File: src/hw/rtl/assert_macros.svh
// assertion helpers shared by the rtl files
// every macro samples on clk and is disabled while rst_n is low
`ifndef ASSERT_MACROS_SVH
`define ASSERT_MACROS_SVH

// property must hold at every clock edge
`define ASSERT_ALWAYS(label, prop, msg) \
  label: assert property (@(posedge clk) disable iff (!rst_n) prop) else $error(msg);

// expression must never be true at a clock edge
`define ASSERT_NEVER(label, expr, msg) \
  label: assert property (@(posedge clk) disable iff (!rst_n) !(expr)) else $error(msg);

`endif

File: src/hw/rtl/dlr_pkg.sv
// ----------------------------------------------------------------------------
// dlr_pkg
// Shared types and constants of the DDA line rasterizer.
// ----------------------------------------------------------------------------
package dlr_pkg;

  // coordinate width fixed by the request and result fields
  localparam int COORD_W = 12;

  // configuration port
  localparam int CFG_ADDR_W = 3;
  localparam int CFG_DATA_W = 32;
  localparam logic REG_IDX_HEIGHT = 1'b0;
  localparam logic [COORD_W-1:0] HEIGHT_RESET = 12'd480;

  // request command codes
  typedef enum logic {
    CMD_START = 1'b0,
    CMD_STEP  = 1'b1
  } cmd_code_t;

  // input request
  typedef struct packed {
    logic               cmd;
    logic [COORD_W-1:0] x_start;
    logic [COORD_W-1:0] y_start;
    logic [COORD_W-1:0] x_end;
    logic [COORD_W-1:0] y_end;
  } in_item_t;

  // result
  typedef struct packed {
    logic [COORD_W-1:0] pixel_x;
    logic [COORD_W-1:0] pixel_y;
    logic               pixel_valid;
    logic               last_pixel;
  } out_item_t;

  // classified request handed from front to back
  typedef struct packed {
    logic               is_start;
    logic [COORD_W-1:0] x0;
    logic [COORD_W-1:0] y0;
    logic [COORD_W-1:0] abs_dx;
    logic [COORD_W-1:0] abs_dy;
    logic               neg_dx;
    logic               neg_dy;
    logic [COORD_W-1:0] steps;
  } work_t;

  // operands of the increment divider
  typedef struct packed {
    logic [COORD_W-1:0] num_x;
    logic [COORD_W-1:0] num_y;
    logic [COORD_W-1:0] den;
  } div_req_t;

  // back end sequencer states
  typedef enum logic {
    BK_READY  = 1'b0,
    BK_DIVIDE = 1'b1
  } back_state_t;

endpackage

File: src/hw/rtl/dlr_fifo.sv
// ----------------------------------------------------------------------------
// dlr_fifo
// Small flop-based first-in first-out queue with a fill count.
// ----------------------------------------------------------------------------
`include "assert_macros.svh"

module dlr_fifo #(
  parameter int WIDTH = 8,
  parameter int DEPTH = 2
) (
  input  logic             clk,
  input  logic             rst_n,
  input  logic             wr_en,
  input  logic [WIDTH-1:0] wr_data,
  output logic             full,
  input  logic             rd_en,
  output logic [WIDTH-1:0] rd_data,
  output logic             empty
);

  localparam int PTR_W = (DEPTH > 1) ? $clog2(DEPTH) : 1;
  localparam int CNT_W = $clog2(DEPTH + 1);
  localparam logic [PTR_W-1:0] LAST_PTR = PTR_W'(DEPTH - 1);
  localparam logic [CNT_W-1:0] FULL_CNT = CNT_W'(DEPTH);

  logic [WIDTH-1:0] mem_r [DEPTH];
  logic [PTR_W-1:0] wr_ptr_r, wr_ptr_nxt;
  logic [PTR_W-1:0] rd_ptr_r, rd_ptr_nxt;
  logic [CNT_W-1:0] count_r, count_nxt;

  // status
  assign full    = (count_r == FULL_CNT);
  assign empty   = (count_r == '0);
  assign rd_data = mem_r[rd_ptr_r];

  // pointer and count update
  always_comb begin
    wr_ptr_nxt = wr_ptr_r;
    rd_ptr_nxt = rd_ptr_r;
    count_nxt  = count_r;
    if (wr_en) begin
      wr_ptr_nxt = (wr_ptr_r == LAST_PTR) ? '0 : wr_ptr_r + 1'b1;
    end
    if (rd_en) begin
      rd_ptr_nxt = (rd_ptr_r == LAST_PTR) ? '0 : rd_ptr_r + 1'b1;
    end
    case ({wr_en, rd_en})
      2'b10:   count_nxt = count_r + 1'b1;
      2'b01:   count_nxt = count_r - 1'b1;
      default: count_nxt = count_r;
    endcase
  end

  always_ff @(posedge clk) begin
    if (!rst_n) begin
      wr_ptr_r <= '0;
      rd_ptr_r <= '0;
      count_r  <= '0;
    end else begin
      wr_ptr_r <= wr_ptr_nxt;
      rd_ptr_r <= rd_ptr_nxt;
      count_r  <= count_nxt;
    end
  end

  // storage
  always_ff @(posedge clk) begin
    if (wr_en) begin
      mem_r[wr_ptr_r] <= wr_data;
    end
  end

  `ASSERT_NEVER(a_fifo_overflow, wr_en && full && !rd_en, "fifo written while full")
  `ASSERT_NEVER(a_fifo_underflow, rd_en && empty, "fifo read while empty")
  `ASSERT_ALWAYS(a_fifo_count, count_r <= FULL_CNT, "fifo count beyond depth")

endmodule

File: src/hw/rtl/dlr_front.sv
// ----------------------------------------------------------------------------
// dlr_front
// Accepts requests, classifies them and works out deltas and step count.
// ----------------------------------------------------------------------------
module dlr_front (
  input  logic              push,
  output logic              full,
  input  dlr_pkg::in_item_t in_item,
  input  logic              work_full,
  output logic              work_wr,
  output dlr_pkg::work_t    work
);

  import dlr_pkg::*;

  logic [COORD_W:0]   dx, dy;
  logic [COORD_W:0]   dx_neg, dy_neg;
  logic [COORD_W-1:0] ax, ay;

  // request handshake follows the work queue
  assign full    = work_full;
  assign work_wr = push && !work_full;

  // signed deltas and their magnitudes
  always_comb begin
    dx     = {1'b0, in_item.x_end} - {1'b0, in_item.x_start};
    dy     = {1'b0, in_item.y_end} - {1'b0, in_item.y_start};
    dx_neg = ~dx + 1'b1;
    dy_neg = ~dy + 1'b1;
    ax     = dx[COORD_W] ? dx_neg[COORD_W-1:0] : dx[COORD_W-1:0];
    ay     = dy[COORD_W] ? dy_neg[COORD_W-1:0] : dy[COORD_W-1:0];
  end

  // classified work item
  always_comb begin
    work.is_start = (in_item.cmd == CMD_START);
    work.x0       = in_item.x_start;
    work.y0       = in_item.y_start;
    work.abs_dx   = ax;
    work.abs_dy   = ay;
    work.neg_dx   = dx[COORD_W];
    work.neg_dy   = dy[COORD_W];
    work.steps    = (ax > ay) ? ax : ay;
  end

endmodule

File: src/hw/rtl/dlr_div.sv
// ----------------------------------------------------------------------------
// dlr_div
// Radix-2 restoring divider for both increments, one quotient bit a cycle.
// ----------------------------------------------------------------------------
`include "assert_macros.svh"

module dlr_div #(
  parameter int FRAC_BITS = 16
) (
  input  logic               clk,
  input  logic               rst_n,
  input  logic               start,
  input  dlr_pkg::div_req_t  req,
  output logic               done,
  output logic [FRAC_BITS:0] quo_x,
  output logic [FRAC_BITS:0] quo_y
);

  import dlr_pkg::*;

  // numerator never exceeds the divisor, so the quotient has FRAC_BITS+1 bits
  localparam int ITER  = FRAC_BITS + 1;
  localparam int CNT_W = $clog2(ITER + 1);
  localparam logic [CNT_W-1:0] ITER_C = CNT_W'(ITER);

  logic [COORD_W-1:0] rem_x_r, rem_x_nxt;
  logic [COORD_W-1:0] rem_y_r, rem_y_nxt;
  logic [COORD_W-1:0] den_r;
  logic [FRAC_BITS:0] quo_x_r, quo_x_nxt;
  logic [FRAC_BITS:0] quo_y_r, quo_y_nxt;
  logic [CNT_W-1:0]   cnt_r, cnt_nxt;
  logic               first_r, first_nxt;
  logic               busy_r, busy_nxt;
  logic               done_r, done_nxt;
  logic               bit_x, bit_y;

  // one restoring step: remainder stays below the divisor
  function automatic logic [COORD_W:0] div_step(
    input logic [COORD_W-1:0] rem,
    input logic [COORD_W-1:0] den,
    input logic               first
  );
    logic [COORD_W:0] t;
    logic [COORD_W:0] d;
    t = first ? {1'b0, rem} : {rem, 1'b0};
    d = t - {1'b0, den};
    if (t >= {1'b0, den}) begin
      div_step = {1'b1, d[COORD_W-1:0]};
    end else begin
      div_step = {1'b0, t[COORD_W-1:0]};
    end
  endfunction

  assign done  = done_r;
  assign quo_x = quo_x_r;
  assign quo_y = quo_y_r;

  // iteration
  always_comb begin
    {bit_x, rem_x_nxt} = div_step(rem_x_r, den_r, first_r);
    {bit_y, rem_y_nxt} = div_step(rem_y_r, den_r, first_r);
    quo_x_nxt = {quo_x_r[FRAC_BITS-1:0], bit_x};
    quo_y_nxt = {quo_y_r[FRAC_BITS-1:0], bit_y};
    cnt_nxt   = cnt_r - 1'b1;
    first_nxt = 1'b0;
    busy_nxt  = (cnt_r != CNT_W'(1));
    done_nxt  = (cnt_r == CNT_W'(1));
  end

  // control
  always_ff @(posedge clk) begin
    if (!rst_n) begin
      busy_r <= 1'b0;
      done_r <= 1'b0;
      cnt_r  <= '0;
    end else if (start) begin
      busy_r <= 1'b1;
      done_r <= 1'b0;
      cnt_r  <= ITER_C;
    end else if (busy_r) begin
      busy_r <= busy_nxt;
      done_r <= done_nxt;
      cnt_r  <= cnt_nxt;
    end else begin
      done_r <= 1'b0;
    end
  end

  // datapath
  always_ff @(posedge clk) begin
    if (start) begin
      rem_x_r <= req.num_x;
      rem_y_r <= req.num_y;
      den_r   <= req.den;
      first_r <= 1'b1;
    end else if (busy_r) begin
      rem_x_r <= rem_x_nxt;
      rem_y_r <= rem_y_nxt;
      quo_x_r <= quo_x_nxt;
      quo_y_r <= quo_y_nxt;
      first_r <= first_nxt;
    end
  end

  `ASSERT_NEVER(a_div_restart, start && busy_r, "divider started while busy")
  `ASSERT_ALWAYS(a_div_done_src, done_r |-> $past(busy_r), "done without a running division")
  `ASSERT_ALWAYS(a_div_rem, busy_r && !first_r |-> rem_x_r < den_r && rem_y_r < den_r,
                 "remainder not below divisor")

endmodule

File: src/hw/rtl/dlr_back.sv
// ----------------------------------------------------------------------------
// dlr_back
// Executes work items: sets up lines, steps the accumulators, forms pixels.
// ----------------------------------------------------------------------------
`include "assert_macros.svh"

module dlr_back #(
  parameter int FRAC_BITS = 16
) (
  input  logic                            clk,
  input  logic                            rst_n,
  input  dlr_pkg::work_t                  work,
  input  logic                            work_empty,
  output logic                            work_rd,
  input  logic                            res_full,
  output logic                            res_wr,
  output dlr_pkg::out_item_t              res,
  input  logic [dlr_pkg::COORD_W-1:0]     screen_height,
  output logic                            div_start,
  output dlr_pkg::div_req_t               div_req,
  input  logic                            div_done,
  input  logic [FRAC_BITS:0]              div_quo_x,
  input  logic [FRAC_BITS:0]              div_quo_y
);

  import dlr_pkg::*;

  // accumulators carry a built-in half so rounding is a plain truncation
  localparam int ACC_W  = COORD_W + FRAC_BITS;
  localparam int STEP_W = FRAC_BITS + 2;

  back_state_t        state_r, state_nxt;
  logic [ACC_W-1:0]   acc_x_r, acc_y_r;
  logic [STEP_W-1:0]  step_x_r, step_y_r;
  logic [COORD_W-1:0] left_r;
  logic               active_r;
  logic               neg_x_r, neg_y_r;

  logic               go;
  logic               launch;
  logic [ACC_W-1:0]   sum_x, sum_y;
  logic [ACC_W-1:0]   base_x, base_y;
  logic [COORD_W-1:0] ry;
  logic [COORD_W:0]   fy_diff;
  logic [COORD_W-1:0] fy;
  logic [STEP_W-1:0]  ext_x, ext_y;

  // take a work item when idle and the result queue has room
  assign go     = (state_r == BK_READY) && !work_empty && !res_full;
  assign launch = go && work.is_start && (work.steps != '0);

  // next accumulator values
  always_comb begin
    sum_x  = acc_x_r + {{(ACC_W-STEP_W){step_x_r[STEP_W-1]}}, step_x_r};
    sum_y  = acc_y_r + {{(ACC_W-STEP_W){step_y_r[STEP_W-1]}}, step_y_r};
    base_x = {work.x0, 1'b1, {(FRAC_BITS-1){1'b0}}};
    base_y = {work.y0, 1'b1, {(FRAC_BITS-1){1'b0}}};
  end

  // y flip against the window height, clamped at zero
  always_comb begin
    ry      = work.is_start ? work.y0 : sum_y[ACC_W-1 -: COORD_W];
    fy_diff = {1'b0, screen_height} - {1'b0, ry};
    fy      = fy_diff[COORD_W] ? '0 : fy_diff[COORD_W-1:0];
  end

  // result fields
  always_comb begin
    res = '0;
    if (work.is_start) begin
      res.pixel_x     = work.x0;
      res.pixel_y     = fy;
      res.pixel_valid = 1'b1;
      res.last_pixel  = (work.steps == '0);
    end else if (active_r) begin
      res.pixel_x     = sum_x[ACC_W-1 -: COORD_W];
      res.pixel_y     = fy;
      res.pixel_valid = 1'b1;
      res.last_pixel  = (left_r == COORD_W'(1));
    end
  end

  // next state
  always_comb begin
    state_nxt = state_r;
    case (state_r)
      BK_READY: begin
        if (launch) begin
          state_nxt = BK_DIVIDE;
        end
      end
      BK_DIVIDE: begin
        if (div_done) begin
          state_nxt = BK_READY;
        end
      end
      default: state_nxt = BK_READY;
    endcase
  end

  // sequencer outputs
  always_comb begin
    work_rd       = go;
    res_wr        = go;
    div_start     = launch;
    div_req.num_x = work.abs_dx;
    div_req.num_y = work.abs_dy;
    div_req.den   = work.steps;
  end

  // signed increments from the quotients
  always_comb begin
    ext_x = {1'b0, div_quo_x};
    ext_y = {1'b0, div_quo_y};
    if (neg_x_r) begin
      ext_x = STEP_W'(0) - ext_x;
    end
    if (neg_y_r) begin
      ext_y = STEP_W'(0) - ext_y;
    end
  end

  // control state
  always_ff @(posedge clk) begin
    if (!rst_n) begin
      state_r  <= BK_READY;
      active_r <= 1'b0;
      left_r   <= '0;
    end else begin
      state_r <= state_nxt;
      if (go && work.is_start) begin
        active_r <= (work.steps != '0);
        left_r   <= work.steps;
      end else if (go && active_r) begin
        active_r <= (left_r != COORD_W'(1));
        left_r   <= left_r - 1'b1;
      end
    end
  end

  // line datapath
  always_ff @(posedge clk) begin
    if (go && work.is_start) begin
      acc_x_r <= base_x;
      acc_y_r <= base_y;
      neg_x_r <= work.neg_dx;
      neg_y_r <= work.neg_dy;
    end else if (go && active_r) begin
      acc_x_r <= sum_x;
      acc_y_r <= sum_y;
    end
    if (div_done) begin
      step_x_r <= ext_x;
      step_y_r <= ext_y;
    end
  end

  `ASSERT_NEVER(a_back_res_full, res_wr && res_full, "result pushed into a full queue")
  `ASSERT_ALWAYS(a_back_launch, div_start |=> state_r == BK_DIVIDE, "divide not entered")
  `ASSERT_ALWAYS(a_back_left, active_r |-> left_r != '0, "active line with no steps left")
  `ASSERT_NEVER(a_back_done, div_done && state_r != BK_DIVIDE, "divider done while not waiting")

endmodule

File: src/hw/rtl/dda_line_rasterizer.sv
// ----------------------------------------------------------------------------
// dda_line_rasterizer
// DDA line rasterizer: start requests set up a line, step requests emit pixels.
// ----------------------------------------------------------------------------
// Requests enter through push/full and are accepted when push is high and
// full is low. Results leave through empty/pop: the oldest result sits on
// out_item while empty is low and is taken when pop is high. Every request
// gives exactly one result. The user must write the window height over the
// APB port at byte address 0 only while idle; the block does not enforce it.
// An accepted request is registered in the work queue, and its result in
// the result queue when the back end takes it. Step requests run at one
// pixel per cycle, one accumulator add each, while the result queue has
// room. A start request of nonzero length holds the back end until the
// bit-serial increment divider is done.
// Reset empties both queues, drops any line in progress and sets the
// height to 480. When the receiver stops popping, the result queue fills,
// the back end holds, and full rises once the request queue is also full.
// ----------------------------------------------------------------------------
module dda_line_rasterizer #(
  parameter int FRAC_BITS = 16,
  parameter int CMD_DEPTH = 2,
  parameter int RES_DEPTH = 2
) (
  input  logic                              clk,
  input  logic                              rst_n,
  // request channel
  input  logic                              push,
  output logic                              full,
  input  dlr_pkg::in_item_t                 in_item,
  // result channel
  output logic                              empty,
  input  logic                              pop,
  output dlr_pkg::out_item_t                out_item,
  // configuration port
  input  logic                              psel,
  input  logic                              penable,
  input  logic                              pwrite,
  input  logic [dlr_pkg::CFG_ADDR_W-1:0]    paddr,
  input  logic [dlr_pkg::CFG_DATA_W-1:0]    pwdata,
  output logic [dlr_pkg::CFG_DATA_W-1:0]    prdata,
  output logic                              pready
);

  import dlr_pkg::*;

  logic [COORD_W-1:0] height_r, height_nxt;
  logic               cfg_wr;

  work_t              work_in, work_out;
  logic               work_wr, work_full, work_rd, work_empty;
  out_item_t          res;
  logic               res_wr, res_full;
  logic               div_start, div_done;
  div_req_t           div_req;
  logic [FRAC_BITS:0] quo_x, quo_y;

  // configuration register
  assign pready = 1'b1;
  assign cfg_wr = psel && penable && pwrite && pready;
  assign prdata = (paddr[CFG_ADDR_W-1] == REG_IDX_HEIGHT) ? CFG_DATA_W'(height_r) : '0;

  always_comb begin
    height_nxt = height_r;
    if (cfg_wr && (paddr[CFG_ADDR_W-1] == REG_IDX_HEIGHT)) begin
      height_nxt = pwdata[COORD_W-1:0];
    end
  end

  always_ff @(posedge clk) begin
    if (!rst_n) begin
      height_r <= HEIGHT_RESET;
    end else begin
      height_r <= height_nxt;
    end
  end

  // front end
  dlr_front u_front (
    .push      (push),
    .full      (full),
    .in_item   (in_item),
    .work_full (work_full),
    .work_wr   (work_wr),
    .work      (work_in)
  );

  // queue between front and back
  dlr_fifo #(
    .WIDTH ($bits(work_t)),
    .DEPTH (CMD_DEPTH)
  ) u_work_q (
    .clk     (clk),
    .rst_n   (rst_n),
    .wr_en   (work_wr),
    .wr_data (work_in),
    .full    (work_full),
    .rd_en   (work_rd),
    .rd_data (work_out),
    .empty   (work_empty)
  );

  // back end
  dlr_back #(
    .FRAC_BITS (FRAC_BITS)
  ) u_back (
    .clk           (clk),
    .rst_n         (rst_n),
    .work          (work_out),
    .work_empty    (work_empty),
    .work_rd       (work_rd),
    .res_full      (res_full),
    .res_wr        (res_wr),
    .res           (res),
    .screen_height (height_r),
    .div_start     (div_start),
    .div_req       (div_req),
    .div_done      (div_done),
    .div_quo_x     (quo_x),
    .div_quo_y     (quo_y)
  );

  // increment divider
  dlr_div #(
    .FRAC_BITS (FRAC_BITS)
  ) u_div (
    .clk   (clk),
    .rst_n (rst_n),
    .start (div_start),
    .req   (div_req),
    .done  (div_done),
    .quo_x (quo_x),
    .quo_y (quo_y)
  );

  // result queue
  dlr_fifo #(
    .WIDTH ($bits(out_item_t)),
    .DEPTH (RES_DEPTH)
  ) u_res_q (
    .clk     (clk),
    .rst_n   (rst_n),
    .wr_en   (res_wr),
    .wr_data (res),
    .full    (res_full),
    .rd_en   (pop && !empty),
    .rd_data (out_item),
    .empty   (empty)
  );

endmodule

File: config.mk
export PLATFORM = sky130hd
export DESIGN_NAME = dda_line_rasterizer
export DESIGN_NICKNAME = d
export VERILOG_FILES = /design/src/hw/rtl/dlr_pkg.sv /design/src/hw/rtl/dlr_fifo.sv /design/src/hw/rtl/dlr_front.sv /design/src/hw/rtl/dlr_div.sv /design/src/hw/rtl/dlr_back.sv /design/src/hw/rtl/dda_line_rasterizer.sv
export VERILOG_INCLUDE_DIRS = /design/src /design/src/hw/rtl
export SDC_FILE = /design/constraint.sdc
export NUM_CORES = 1
export LEC_CHECK = 0
export BUFFER_PORTS_ARGS = -buffer_cell sky130_fd_sc_hd__buf_4
export CORE_AREA = 10 10 150 256
export DETAILED_ROUTE_END_ITERATION = 7
export DIE_AREA = 0 0 160 266
export PLACE_DENSITY_LB_ADDON = 0.3
export SLEW_MARGIN = 20
export SYNTH_ARGS = -nofsm -noshare
export SYNTH_HDL_FRONTEND = slang
export SYNTH_SLANG_ARGS = --single-unit
File: constraint.sdc
create_clock -name clk -period 8.56 [get_ports clk]
set_input_delay 0.856 -clock clk [delete_from_list [all_inputs] [get_ports clk]]
set_output_delay 0.856 -clock clk [all_outputs]
set_load 0.05 [all_outputs]
# ---- Yosys cells after proc, flatten, opt, wreduce, memory -nomap -nowiden
# Memories as Yosys holds them, arrays and structs flattened. A register that Yosys moved wholly into a read port is not among the register bits.
# Cells that the tools add are included.
dict set report word_totals {
  register_bits 206
  ram_bits 178
  mem_count 2
}
dict set report classes {
  add_sub_neg 21
  magnitude_cmp 3
  eq_ne 10
  muxes 47
  n_bitwise 8
  n_reduce_logical 25
}
# memory depth word_bits rd rd_ports_with_merged_regs write_ports line
set memory_table {}
lappend memory_table {u_work_q.mem_r 2 63 1 1 1 dlr_fifo.sv:26} ;# logic [WIDTH-1:0] mem_r [DEPTH];
lappend memory_table {u_res_q.mem_r 2 26 1 1 1 dlr_fifo.sv:26}
# op count
set op_table {}
lappend op_table {{12-bit 2-to-1 mux} 12}
lappend op_table {{28-bit 2-to-1 mux} 4}
lappend op_table {{28-bit adder} 2}
lappend op_table {{13-bit 2-to-1 mux} 4}
lappend op_table {{26-bit 2-to-1 mux} 2}
lappend op_table {{12-bit by 12-bit subtractor with 13-bit output} 3}
lappend op_table {{1-bit by 17-bit subtractor with 18-bit output (first input constant)} 2}
lappend op_table {{17-bit 2-to-1 mux} 2}
lappend op_table {{13-bit by 12-bit >= comparator with 1-bit output} 2}
lappend op_table {{12-bit by 1-bit adder with 12-bit output (second input constant)} 2}
lappend op_table {{12-bit NOT} 2}
lappend op_table {{12-bit subtractor} 2}
lappend op_table {{1-bit 2-to-1 mux} 18}
lappend op_table {{12-bit by 1-bit equality test with 1-bit output (second input constant)} 1}
lappend op_table {{12-bit greater-than comparator} 1}
lappend op_table {{12-bit logical NOT} 1}
lappend op_table {{12-bit by 1-bit != test with 1-bit output (second input constant)} 1}
lappend op_table {{12-bit nonzero test} 1}
lappend op_table {{12-bit by 1-bit subtractor with 12-bit output (second input constant)} 1}
lappend op_table {{1-bit logical AND} 10}
lappend op_table {{5-bit 2-to-1 mux} 2}
lappend op_table {{2-bit equality test (second input constant)} 4}
lappend op_table {{2-bit case mux with 2 select lines} 2}
lappend op_table {{2-bit nonzero test} 4}
lappend op_table {{14 further kinds} 29}

# ---- Logic depth before layout (Yosys ltp)
# Gate-level depths: netlist (run 1).
dict set report logic_depth {
  word_depth 8
  mapped_depth 23
}

# ---- Hierarchy
# Synthesis (run 1) repeated with hierarchy kept, for this count alone.
dict set report unflattened {
  hier_cells 2201
  area_unflattened_um2 23398.7
}
# module n_inst cells_each area_per_inst_um2 seq_area_each_um2
set by_module_without_submodules {}
lappend by_module_without_submodules {dlr_back 1 1014 8588.2 2782.7}
lappend by_module_without_submodules {{dlr_fifo (u_work_q)} 1 218 4744.6 3883.7}
lappend by_module_without_submodules {dlr_div 1 409 4579.4 2262.2}
lappend by_module_without_submodules {dlr_front 1 367 2632.5 0.0}
lappend by_module_without_submodules {{dlr_fifo (u_res_q)} 1 103 2085.8 1661.6}
lappend by_module_without_submodules {dda_line_rasterizer 1 90 768.2 240.2}

# ---- Worst setup path after synthesis (run 1)
# OpenSTA, ideal clock, no wires.
dict set report synth_path {
  path_kind {register -> register}
  start {register u_back.step_y_r[0]}
  end {memory u_res_q.mem_r[0][11] in the netlist's numbering (data pin)}
  arrival_time_ps 4752
  slack_ps 3549
  stages_incl_launch_ff 24
  n_path_buf 1
  synth_period_minus_slack_ps 5011
  path_cell_list {edfxtp_1 ha_1 fa_1 a211oi_1 o21ai_1 a2111oi_0 o31ai_1 a21oi_1 xnor2_1 nand2_1 nand2_1 ha_1 inv_1 fa_1 a21o_1 a21o_1 a21o_1 a21oi_1 o21a_1 o21ai_0 a211o_1 o211ai_1 buf_2 nor2_1}
}
# element line
set synth_lines {}
lappend synth_lines {{start, declared} dlr_back.sv:34} ;# logic [STEP_W-1:0] step_x_r, step_y_r;
lappend synth_lines {{start signal, assigned} dlr_back.sv:154} ;# step_y_r <= ext_y;
lappend synth_lines {{end, declared} dlr_fifo.sv:26}

==> run summary, run 1 <==
Run status: finished, final reports clean
CTS tree: built
Post-DP Area: 0.0230 mm^2
Vias in the first global route: 16100
Final setup viols: 0
Worst skew pair latency: 0.54 ns
Async set or reset register ratio after synthesis: 0
Area Growth Syn to Fin: 10.6%
Post-layout net count: 2323
Global-route wire length before repair: 84400 um
WP data arrival: 6.20 ns
Vias per inst: 6.15
Post-CTS Resized: 0
CP Class: register to register
Critical path buffers and inverters: 1
Worst Clk Skew: 0.0292 ns
DRC Markers: 0
CP Cell Sequence: ha_1, fa_1, a211oi_1, o21ai_1, a2111oi_0, o31ai_1, a21oi_1, xnor2_1, nand2_1, nand2_1, ha_1, inv_1, fa_1, a21o_1, a21o_1, a21o_1, a21oi_1, o21a_1, o21ai_0, a211o_1, o211ai_1, nor2_1
Most used cell, CP: a21o_1
Core footprint: 0.0342 mm^2
Register area: 0.0108 mm^2
Total routed wirelength: 54800 um
Crit-path max cell delay: 0.61 ns
CP startpoint: u_back.step_y_r[0]
Final Max Slew Viols: 0
First drt pass iteration count: 7
Fin Setup TNS: 0 ns
Period utilization: 0.698
Register area share after synthesis: 0.496
Stages on worst setup path: 22
R2R Setup Slk: 2.59 ns
Post-synth EDFFs: 310
Crit-path leading delay family: compound AO/OA/AOI/OAI gates
Post-synth cell types: 83
CP endpoint kind: register
Pin count of the biggest net entering global routing: 65
Initial antenna violation count: 0
Top_reg_cell synth: edfxtp_1
CP required: 8.79 ns
Routed Antenna Nets: 0
Filler instances: 2554
Vias post-DR: 15800
Initial Util: 0.638
Hold Vio Cnt, Final: 0
DRT iter0 DRCs: 1081
H-tree depth: 2
Avg Cell Area, Syn: 11.0 um^2
Hold depth: 2
# Post-CTS Setup Buffers: 0
Seq cells post-synth: 386
Cell count of the worst reg-to-reg path: 22
Share of cells above drive strength 1: 0.135
Post-Syn Area: 0.0218 mm^2
Cts hold-fix bufs: 0
Max-Slew Margin vs Limit: 0.298
R2r startpoint: u_back.step_y_r[0]
Cell area after layout: 0.0241 mm^2
Final HPWL DP: 40500 um
Startpoint Class: register
CP max stage cell: a2111oi_0
FMAX: 0.167 GHz
Worst VDD drop: 273 uV
Synth Warn #: 0
Leakage: 0.00945 uW
Die ar.: 0.0426 mm^2
Ports: 152
Worst hold path type: register to register
RSZ-0062 raised after global routing: no
Crit path to: u_res_q.mem_r[1][2]
Total GRT Usage: 0.250
Vert. Die Dim: 266 um
Global route overflow: 0
WL/cell: 21.3 um
Hold slack: 0.459 ns
Slew at the pin with the worst max-slew slack: 1.05 ns
Chip Width: 160 um
Mapped Cells: 1993
Port buffer count: 108
Clk slew on worst S/H paths: 0.06 ns
Max_cap viols: 0
CTS sink cnt: 386
Tmin final: 5.97 ns
Reg-to-Reg End: u_res_q.mem_r[1][2]
Cell at the root of the clock tree: clkbuf_16
Routability cong.: 0.956
CTS Buf Count: 37
Clock Tree Buf Depth: 3
PD cells: 398 mW/mm^2
Crit-path max FO: 12
Row Count: 90
Area of the multi-input gates: 0.0102 mm^2
[report_power, final]
part	switching (uW)	internal, uW
clock	694	894
sequential	277	2830
combinational	3020	1900
total	3990	5620
[routing by layer]
layer,part of all wire,up-vias,global-route usage
li1,-,7484,-
met1,0.34,7661,0.242
met2,0.55,490,0.478
met3,0.038,194,0.0311
met4,0.073,0,0.169
met5,0,-,0
[logic make-up after synthesis]
| family | synth area share |
|---|---|
| AND/OR/NAND/NOR | 0.115 |
| AO/OA/AOI/OAI | 0.144 |
| flip-flops | 0.496 |
| buffers and inverters | 0.0404 |
| XOR/XNOR | 0.0590 |
| adder cells (fa/ha/maj) | 0.0844 |
| multiplexers | 0.0605 |
| other | 0.000344 |
[state kept, by name, indices dropped and copies added (netlist names), 5 cells and up, named ones only]
| signal | flops |
|---|---|
| u_back.acc_y_r | 28 |
| u_back.step_x_r | 18 |
| u_div.quo_x | 17 |
| u_res_q.mem_r | 52 |
| u_div.rem_y_r | 12 |
| u_div.quo_y | 17 |
| u_back.step_y_r | 18 |
| height_r | 12 |
| u_back.left_r | 12 |
| u_div.den_r | 12 |
| u_div.cnt_r | 5 |
| u_back.acc_x_r | 28 |
| u_work_q.mem_r | 126 |
| u_div.rem_x_r | 12 |
[synth_stat cells, types with 4 or more instances]
cell type / instances / area share
a2111oi_0: 4 / 0.0016
a211oi_1: 32 / 0.011
a21boi_0: 23 / 0.0079
a21o_1: 47 / 0.016
a21oi_1: 135 / 0.031
a22o_1: 7 / 0.0028
a22oi_1: 6 / 0.0021
a31oi_1: 16 / 0.0046
and2_1: 18 / 0.0052
and3_1: 6 / 0.0017
buf_1: 10 / 0.0017
buf_2: 12 / 0.0028
buf_4: 23 / 0.0079
clkbuf_1: 42 / 0.0072
dfxtp_1: 76 / 0.070
edfxtp_1: 310 / 0.43
fa_1: 7 / 0.0064
ha_1: 136 / 0.078
inv_1: 111 / 0.019
mux2_2: 72 / 0.037
mux2i_1: 51 / 0.023
nand2_1: 156 / 0.027
nand2b_1: 25 / 0.0072
nand3_1: 29 / 0.0066
nand4_1: 17 / 0.0049
nor2_1: 102 / 0.018
nor2b_1: 60 / 0.017
nor3_1: 36 / 0.0083
nor4_1: 4 / 0.0011
o211ai_1: 5 / 0.0017
o21a_1: 14 / 0.0048
o21ai_0: 79 / 0.018
o21ai_1: 5 / 0.0011
o21bai_1: 9 / 0.0031
o22ai_1: 25 / 0.0072
o31a_1: 5 / 0.0020
o31ai_1: 26 / 0.0089
or2_2: 10 / 0.0029
or3_1: 22 / 0.0063
or4_1: 7 / 0.0024
xnor2_1: 100 / 0.040
xor2_1: 47 / 0.019
[worst min-delay path by stage]
stage | end | start | slack [ns]
global placement | u_back.acc_y_r[2] | u_back.acc_y_r[2] | 0.44
finish | u_back.acc_y_r[13] | u_back.acc_y_r[13] | 0.46
global route | u_back.acc_y_r[13] | u_back.acc_y_r[13] | 0.48
floorplan | u_back.acc_x_r[13] | u_back.acc_x_r[13] | 0.43
CTS | u_back.acc_y_r[11] | u_back.acc_y_r[11] | 0.46
detailed placement | u_back.acc_y_r[11] | u_back.acc_y_r[11] | 0.45
[through the flow]
step | power (uW) | worst slack [ns] | utilization | std cells
after detailed placement | 7980 | 2.69 | 0.672 | 2510
after floorplan | 6730 | 3.55 | - | 2012
final | 9610 | 2.59 | 0.705 | 2574
after global routing | 10200 | 2.17 | 0.705 | 2573
after CTS | 9590 | 2.60 | 0.705 | 2573
after global placement | 7790 | 2.80 | 0.672 | 2510
[cell type report]
type	instances	area share
sequential	386	0.449
clock inverter	19	0.00731
timing repair buffer	127	0.0395
inverter	115	0.0179
multi-input combinational	1422	0.423
clock buffer	44	0.0399
antenna	1	0.000104
tap	460	0.0238
[layout by cell type (no fill, tap or decap), types with 16 or more instances in the layout]
master / Yosys / layout
nor2_1: 102 / 99
nand3_1: 29 / 29
dfxtp_1: 76 / 75
a211oi_1: 32 / 32
a21boi_0: 23 / 23
mux2i_1: 51 / 51
clkbuf_16: 0 / 37
or3_1: 22 / 22
nand4_1: 17 / 17
conb_1: 2 / 21
o31ai_1: 26 / 26
mux2_2: 72 / 72
and2_1: 18 / 18
xor2_1: 47 / 47
a21o_1: 47 / 47
a31oi_1: 16 / 16
nand2b_1: 25 / 24
nor2b_1: 60 / 60
o22ai_1: 25 / 25
nor3_1: 36 / 36
edfxtp_1: 310 / 310
xnor2_1: 100 / 100
o21ai_0: 79 / 79
nand2_1: 156 / 156
a21oi_1: 135 / 135
buf_4: 23 / 127
ha_1: 136 / 136
inv_1: 111 / 110
[worst reg2reg max path, cell delays in order (launching register included)]
cell and delay (ns):
edfxtp_1 0.37, ha_1 0.25, fa_1 0.45, a211oi_1 0.25, o21ai_1 0.17, a2111oi_0 0.61, o31ai_1 0.16, a21oi_1 0.25
xnor2_1 0.19, nand2_1 0.09, nand2_1 0.13, ha_1 0.19, inv_1 0.06, fa_1 0.41, a21o_1 0.19, a21o_1 0.19
a21o_1 0.18, a21oi_1 0.22, o21a_1 0.20, o21ai_0 0.16, a211o_1 0.33, o211ai_1 0.43, nor2_1 0.18
Power figures use the tool's default switching activity.
==> run 2: changes to the inputs <==
--- a/config.mk
+++ b/config.mk
@@ -7,9 +7,9 @@
 export NUM_CORES = 1
 export LEC_CHECK = 0
 export BUFFER_PORTS_ARGS = -buffer_cell sky130_fd_sc_hd__buf_4
-export CORE_AREA = 10 10 150 256
+export CORE_AREA = 10 10 155 264
 export DETAILED_ROUTE_END_ITERATION = 7
-export DIE_AREA = 0 0 160 266
+export DIE_AREA = 0 0 165 274
 export PLACE_DENSITY_LB_ADDON = 0.3
 export SLEW_MARGIN = 20
 export SYNTH_ARGS = -nofsm -noshare
==> constraint.sdc (replaced) <==
create_clock -name clk -period 6.05 [get_ports clk]
set_input_delay 0.605 -clock clk [delete_from_list [all_inputs] [get_ports clk]]
set_output_delay 0.605 -clock clk [all_outputs]
set_load 0.05 [all_outputs]
==> run summary, run 2 (same netlist as run 1, synthesis figures left out) <==
Row Count: 93
Cell count of the worst reg-to-reg path: 23
Initial antenna violation count: 0
Run status: finished, final reports clean
Max-Slew Margin vs Limit: 0.216
CP Cell Sequence: ha_1, fa_1, a211oi_1, o21ai_1, a2111oi_1, o31ai_1, a21oi_1, xnor2_1, nand2_1, nand2_1, ha_1, inv_1, fa_1, a21o_1, a21o_1, a21o_1, a21oi_1, o21a_1, o21ai_0, a211o_1, o211ai_1, buf_12, nor2_1
Total GRT Usage: 0.240
DRC Markers: 0
Most flop-heavy register: u_work_q.mem_r
Most used cell, CP: a21o_1
Highest routed layer: met4
Final HPWL DP: 41500 um
Worst hold path type: input port to register
Vias in the first global route: 16200
Worst Hold End: u_work_q.mem_r[0][48]
Post-layout net count: 2324
CP endpoint kind: register
Worst Clk Skew: 0.0214 ns
Clk slew on worst S/H paths: 0.07 ns
FMAX: 0.182 GHz
Vias per inst: 6.05
WP data arrival: 5.77 ns
Initial Util: 0.597
Crit-path max cell delay: 0.52 ns
Chip Width: 165 um
H-tree depth: 2
Reg-to-Reg End: u_res_q.mem_r[0][9]
Leakage: 0.00953 uW
Wire length on met2: 30700 um
Final setup viols: 0
Cell at the root of the clock tree: clkbuf_16
CP max stage cell: a2111oi_1
Cell area after layout: 0.0243 mm^2
Final Max Slew Viols: 0
Period utilization: 0.909
CTS sink cnt: 386
R2R Setup Slk: 0.55 ns
Area Growth Syn to Fin: 11.2%
Commonest non-fill, non-tap cells in the layout: edfxtp_1 (310), nand2_1 (156), ha_1 (136)
Vias post-DR: 15700
Met3 WL: 2430 um
Port buffer count: 108
Slew at the pin with the worst max-slew slack: 1.17 ns
Pin count of the biggest net entering global routing: 65
CP Class: register to register
Crit-path max FO: 12
RSZ-0062 raised after global routing: no
Share of cells above drive strength 1: 0.138
CTS Buf Count: 37
Die ar.: 0.0452 mm^2
Global-route wire length before repair: 85100 um
Hold depth: 1
R2r startpoint: u_back.step_y_r[0]
Most common cell after layout, fill and taps aside: edfxtp_1
Largest register FFs: 126
Worst skew pair latency: 0.54 ns
Startpoint Class: register
Hold Vio Cnt, Final: 0
Biggest regs: u_work_q.mem_r (126), u_res_q.mem_r (52)
DRT iter0 DRCs: 1214
CTS tree: built
Core footprint: 0.0365 mm^2
Routability cong.: 0.950
First drt pass iteration count: 7
Hold Crit Start: in_item[34]
CP required: 6.32 ns
Clock Tree Buf Depth: 3
WL/cell: 21.2 um
PD cells: 564 mW/mm^2
Routed Antenna Nets: 0
# diodes: 0
Max_cap viols: 0
Vert. Die Dim: 274 um
Post-DP Area: 0.0230 mm^2
Total routed wirelength: 55100 um
Cts hold-fix bufs: 0
Ports: 152
Worst VDD drop: 374 uV
Global route overflow: 0
Fin Setup TNS: 0 ns
Met1 Wirelength: 18100 um
Tmin final: 5.50 ns
run 2: cell types whose count changed in the layout (fill, tap and decap cells not counted), moves of 2 or more:
| cell | change |
|---|---|
| clkbuf_16 | +2 |
| inv_6 | +2 |
| clkinvlp_4 | -3 |
| clkinv_4 | +2 |
| clkinv_2 | +2 |
run 2: worst max-delay path by stage:
| stage | from | endpoint | slack (ns) | cells past startpoint |
|---|---|---|---|---|
| 2_1_floorplan | u_back.step_y_r[0] | u_res_q.mem_r[0][11] | 1.04 | 23 |
| 3_3_place_gp | u_back.step_y_r[0] | u_res_q.mem_r[0][9] | 0.38 | 22 |
| 3_5_place_dp | u_back.step_y_r[0] | u_res_q.mem_r[1][9] | 0.31 | 22 |
| 4_1_cts | u_back.step_y_r[0] | u_res_q.mem_r[0][9] | 0.26 | 22 |
| 5_1_grt | u_back.step_y_r[0] | u_res_q.mem_r[0][9] | 0.13 | 23 |
| 6_report | u_back.step_y_r[0] | u_res_q.mem_r[0][9] | 0.55 | 23 |
run 2: stage by stage:
stage	cells	hold WS [ns]	utilization	power, uW	setup WS, ns
floorplan	2012	0.429	-	9520	1.04
global placement	2525	0.440	0.630	11100	0.385
detailed placement	2525	0.452	0.630	11300	0.306
CTS	2593	0.240	0.664	13700	0.260
global route	2594	0.257	0.664	14500	0.128
finish	2594	0.261	0.664	13700	0.550
run 2: cell type report:
class	count	area [um^2]
Clock inverter	22	218
Fill cell	2830	12300
Sequential cell	386	10800
Tap cell	475	594
Clock buffer	46	1010
Multi-Input combinational cell	1422	10200
Inverter	115	432
Timing Repair Buffer	128	973
run 2: worst max-delay path: cells and delay by family (launching register included):
family / cells / cell delay [ns]
AND/OR/NAND/NOR: 3 / 0.27
AO/OA/AOI/OAI: 13 / 2.87
adder cells (fa/ha/maj): 4 / 1.27
XOR/XNOR: 1 / 0.19
flip-flops: 1 / 0.38
buffers and inverters: 2 / 0.23
run 2: power breakdown:
group | leakage, uW | switching [uW] | internal (uW)
Clock | 0.000606 | 994 | 1370
Sequential | 0.00350 | 384 | 4000
Combinational | 0.00542 | 4270 | 2680
run 2: timing repair:
action,4_1_cts,5_1_grt
endpoints found under the setup margin,0,24
gates resized for setup,0,1
buffers inserted,0,1
hold endpoints to repair,0,0
run 2: layer usage:
metal | global-route usage | vias to the layer above
met5 | 0 | -
met2 | 0.458 | 494
li1 | - | 7478
met1 | 0.232 | 7573
met4 | 0.155 | 0
met3 | 0.0294 | 157
==> run 3: changes to the inputs <==
--- a/config.mk
+++ b/config.mk
@@ -7,9 +7,10 @@
 export NUM_CORES = 1
 export LEC_CHECK = 0
 export BUFFER_PORTS_ARGS = -buffer_cell sky130_fd_sc_hd__buf_4
-export CORE_AREA = 10 10 155 264
+export CORE_AREA = 10 10 162 277
+export CTS_CLUSTER_DIAMETER = 50
 export DETAILED_ROUTE_END_ITERATION = 7
-export DIE_AREA = 0 0 165 274
+export DIE_AREA = 0 0 172 287
 export PLACE_DENSITY_LB_ADDON = 0.3
 export SLEW_MARGIN = 20
 export SYNTH_ARGS = -nofsm -noshare
==> run summary, run 3 (same netlist as run 1, synthesis figures left out) <==
CP required: 6.31 ns
Max-Slew Margin vs Limit: 0.381
Pin count of the biggest net entering global routing: 65
Hold depth: 1
CTS sink cnt: 386
Crit-path max cell delay: 0.60 ns
Cell area after layout: 0.0243 mm^2
Core footprint: 0.0401 mm^2
Highest routed layer: met4
Crit-path max FO: 12
Final HPWL DP: 41800 um
Port buffer count: 108
Max_cap viols: 0
Worst VDD drop: 349 uV
Most common cell after layout, fill and taps aside: edfxtp_1
PD cells: 563 mW/mm^2
Worst hold path type: input port to register
Cts hold-fix bufs: 0
DRC Markers: 0
Register area: 0.0108 mm^2
Commonest non-fill, non-tap cells in the layout: edfxtp_1 (310), nand2_1 (156), ha_1 (136)
Total GRT Usage: 0.221
Biggest regs: u_work_q.mem_r (126), u_res_q.mem_r (52)
First drt pass iteration count: 7
R2R Setup Slk: 0.44 ns
Area of the multi-input gates: 0.0102 mm^2
Post-layout net count: 2331
Die ar.: 0.0494 mm^2
Reg-to-Reg End: u_res_q.mem_r[0][7]
Met3 WL: 2060 um
Row Count: 97
Total routed wirelength: 55200 um
Ports: 152
Vias post-DR: 15600
Startpoint Class: register
Initial antenna violation count: 0
CTS Buf Count: 37
Routed Antenna Nets: 0
R2r startpoint: u_back.step_y_r[0]
Filler instances: 3212
Cell at the root of the clock tree: clkbuf_16
Chip Width: 172 um
# Post-CTS Setup Buffers: 0
DRT iter0 DRCs: 895
Post-CTS Resized: 0
WL/cell: 21.1 um
Area Growth Syn to Fin: 11.3%
Global-route wire length before repair: 85300 um
Vias in the first global route: 16000
Vias per inst: 5.97
Met1 Wirelength: 19100 um
Largest register FFs: 126
CP startpoint: u_back.step_y_r[0]
Routability cong.: 0.950
CP endpoint kind: register
Fin Setup TNS: 0 ns
Cell count of the worst reg-to-reg path: 23
Hold Vio Cnt, Final: 0
Final setup viols: 0
Final Max Slew Viols: 0
Wire length on met2: 30300 um
FMAX: 0.178 GHz
Most used cell, CP: a21o_1
Clock Tree Buf Depth: 3
Global route overflow: 0
Worst skew pair latency: 0.54 ns
Tmin final: 5.61 ns
Clk slew on worst S/H paths: 0.07 ns
Run status: finished, final reports clean
Slew at the pin with the worst max-slew slack: 0.927 ns
WP data arrival: 5.87 ns
CTS tree: built
Share of cells above drive strength 1: 0.142
Post-DP Area: 0.0231 mm^2
CP Cell Sequence: ha_1, fa_1, a211oi_1, o21ai_1, a2111oi_0, o31ai_1, a21oi_1, xnor2_1, nand2_1, nand2_1, ha_1, inv_1, fa_1, a21o_1, a21o_1, a21o_1, a21oi_1, o21a_1, o21ai_0, a211o_1, o211ai_1, buf_4, nor2_1
Crit path to: u_res_q.mem_r[0][7]
Worst Clk Skew: 0.0238 ns
RSZ-0062 raised after global routing: no
Initial Util: 0.545
CP max stage cell: a2111oi_0
H-tree depth: 2
Leakage: 0.00953 uW
Vert. Die Dim: 287 um
# diodes: 0
Period utilization: 0.926
CP Class: register to register
Most flop-heavy register: u_work_q.mem_r
==> run 3: changes by cell type in the layout (fill, tap and decap cells not counted) <==
cell,previous run,this run
a2111oi_0,3,4
a2111oi_1,1,0
buf_12,1,0
buf_4,127,135
bufinv_16,4,2
clkbuf_1,6,3
clkinv_1,7,6
clkinv_2,7,6
clkinvlp_4,0,3
inv_1,110,111
inv_2,4,3
inv_6,2,3
inv_8,0,1
==> run 3: cell type report <==
cell class                 instances  area share
tap                              495      0.0255
timing repair buffer             135      0.0417
inverter                         115      0.0178
sequential                       386       0.446
clock buffer                      43      0.0412
clock inverter                    23     0.00788
multi-input combinational       1422       0.420
==> run 3: power by group <==
part	internal, uW	switching, uW
registers	4000	387
logic	2720	4260
clock network	1280	1010
==> run 3: worst max-delay path: cells and delay by family, from the launching register on <==
kind	cells	cell delay, ns
AO/OA/AOI/OAI	13	2.99
adder cells (fa/ha/maj)	4	1.26
buffers and inverters	2	0.26
flip-flops	1	0.37
AND/OR/NAND/NOR	3	0.25
XOR/XNOR	1	0.18
==> run 3: through the flow <==
| stage | worst slack (ns) | utilization | instances | total power, uW | hold slack, ns |
|---|---|---|---|---|---|
| CTS | 0.464 | 0.607 | 2619 | 13700 | 0.247 |
| finish | 0.445 | 0.607 | 2619 | 13700 | 0.264 |
| global route | 0.113 | 0.607 | 2619 | 14500 | 0.255 |
| detailed placement | 0.524 | 0.577 | 2553 | 11400 | 0.452 |
| global placement | 0.511 | 0.577 | 2553 | 11100 | 0.439 |
| floorplan | 1.04 | - | 2012 | 9520 | 0.429 |
==> run 3: worst min-delay path by stage <==
stage | start | end | slack (ns)
after detailed placement | u_back.acc_x_r[14] | u_back.acc_x_r[14] | 0.45
final | in_item[33] | u_work_q.mem_r[0][47] | 0.26
after global placement | u_back.acc_x_r[2] | u_back.acc_x_r[2] | 0.44
after CTS | in_item[33] | u_work_q.mem_r[1][47] | 0.25
after global routing | in_item[30] | u_work_q.mem_r[1][44] | 0.26
after floorplan | u_back.acc_x_r[13] | u_back.acc_x_r[13] | 0.43
==> run 3: metal layers <==
layer,GRT usage,vias to the layer above
li1,-,7486
met1,0.219,7594
met2,0.418,392
met3,0.0269,154
met4,0.142,0
met5,0,-
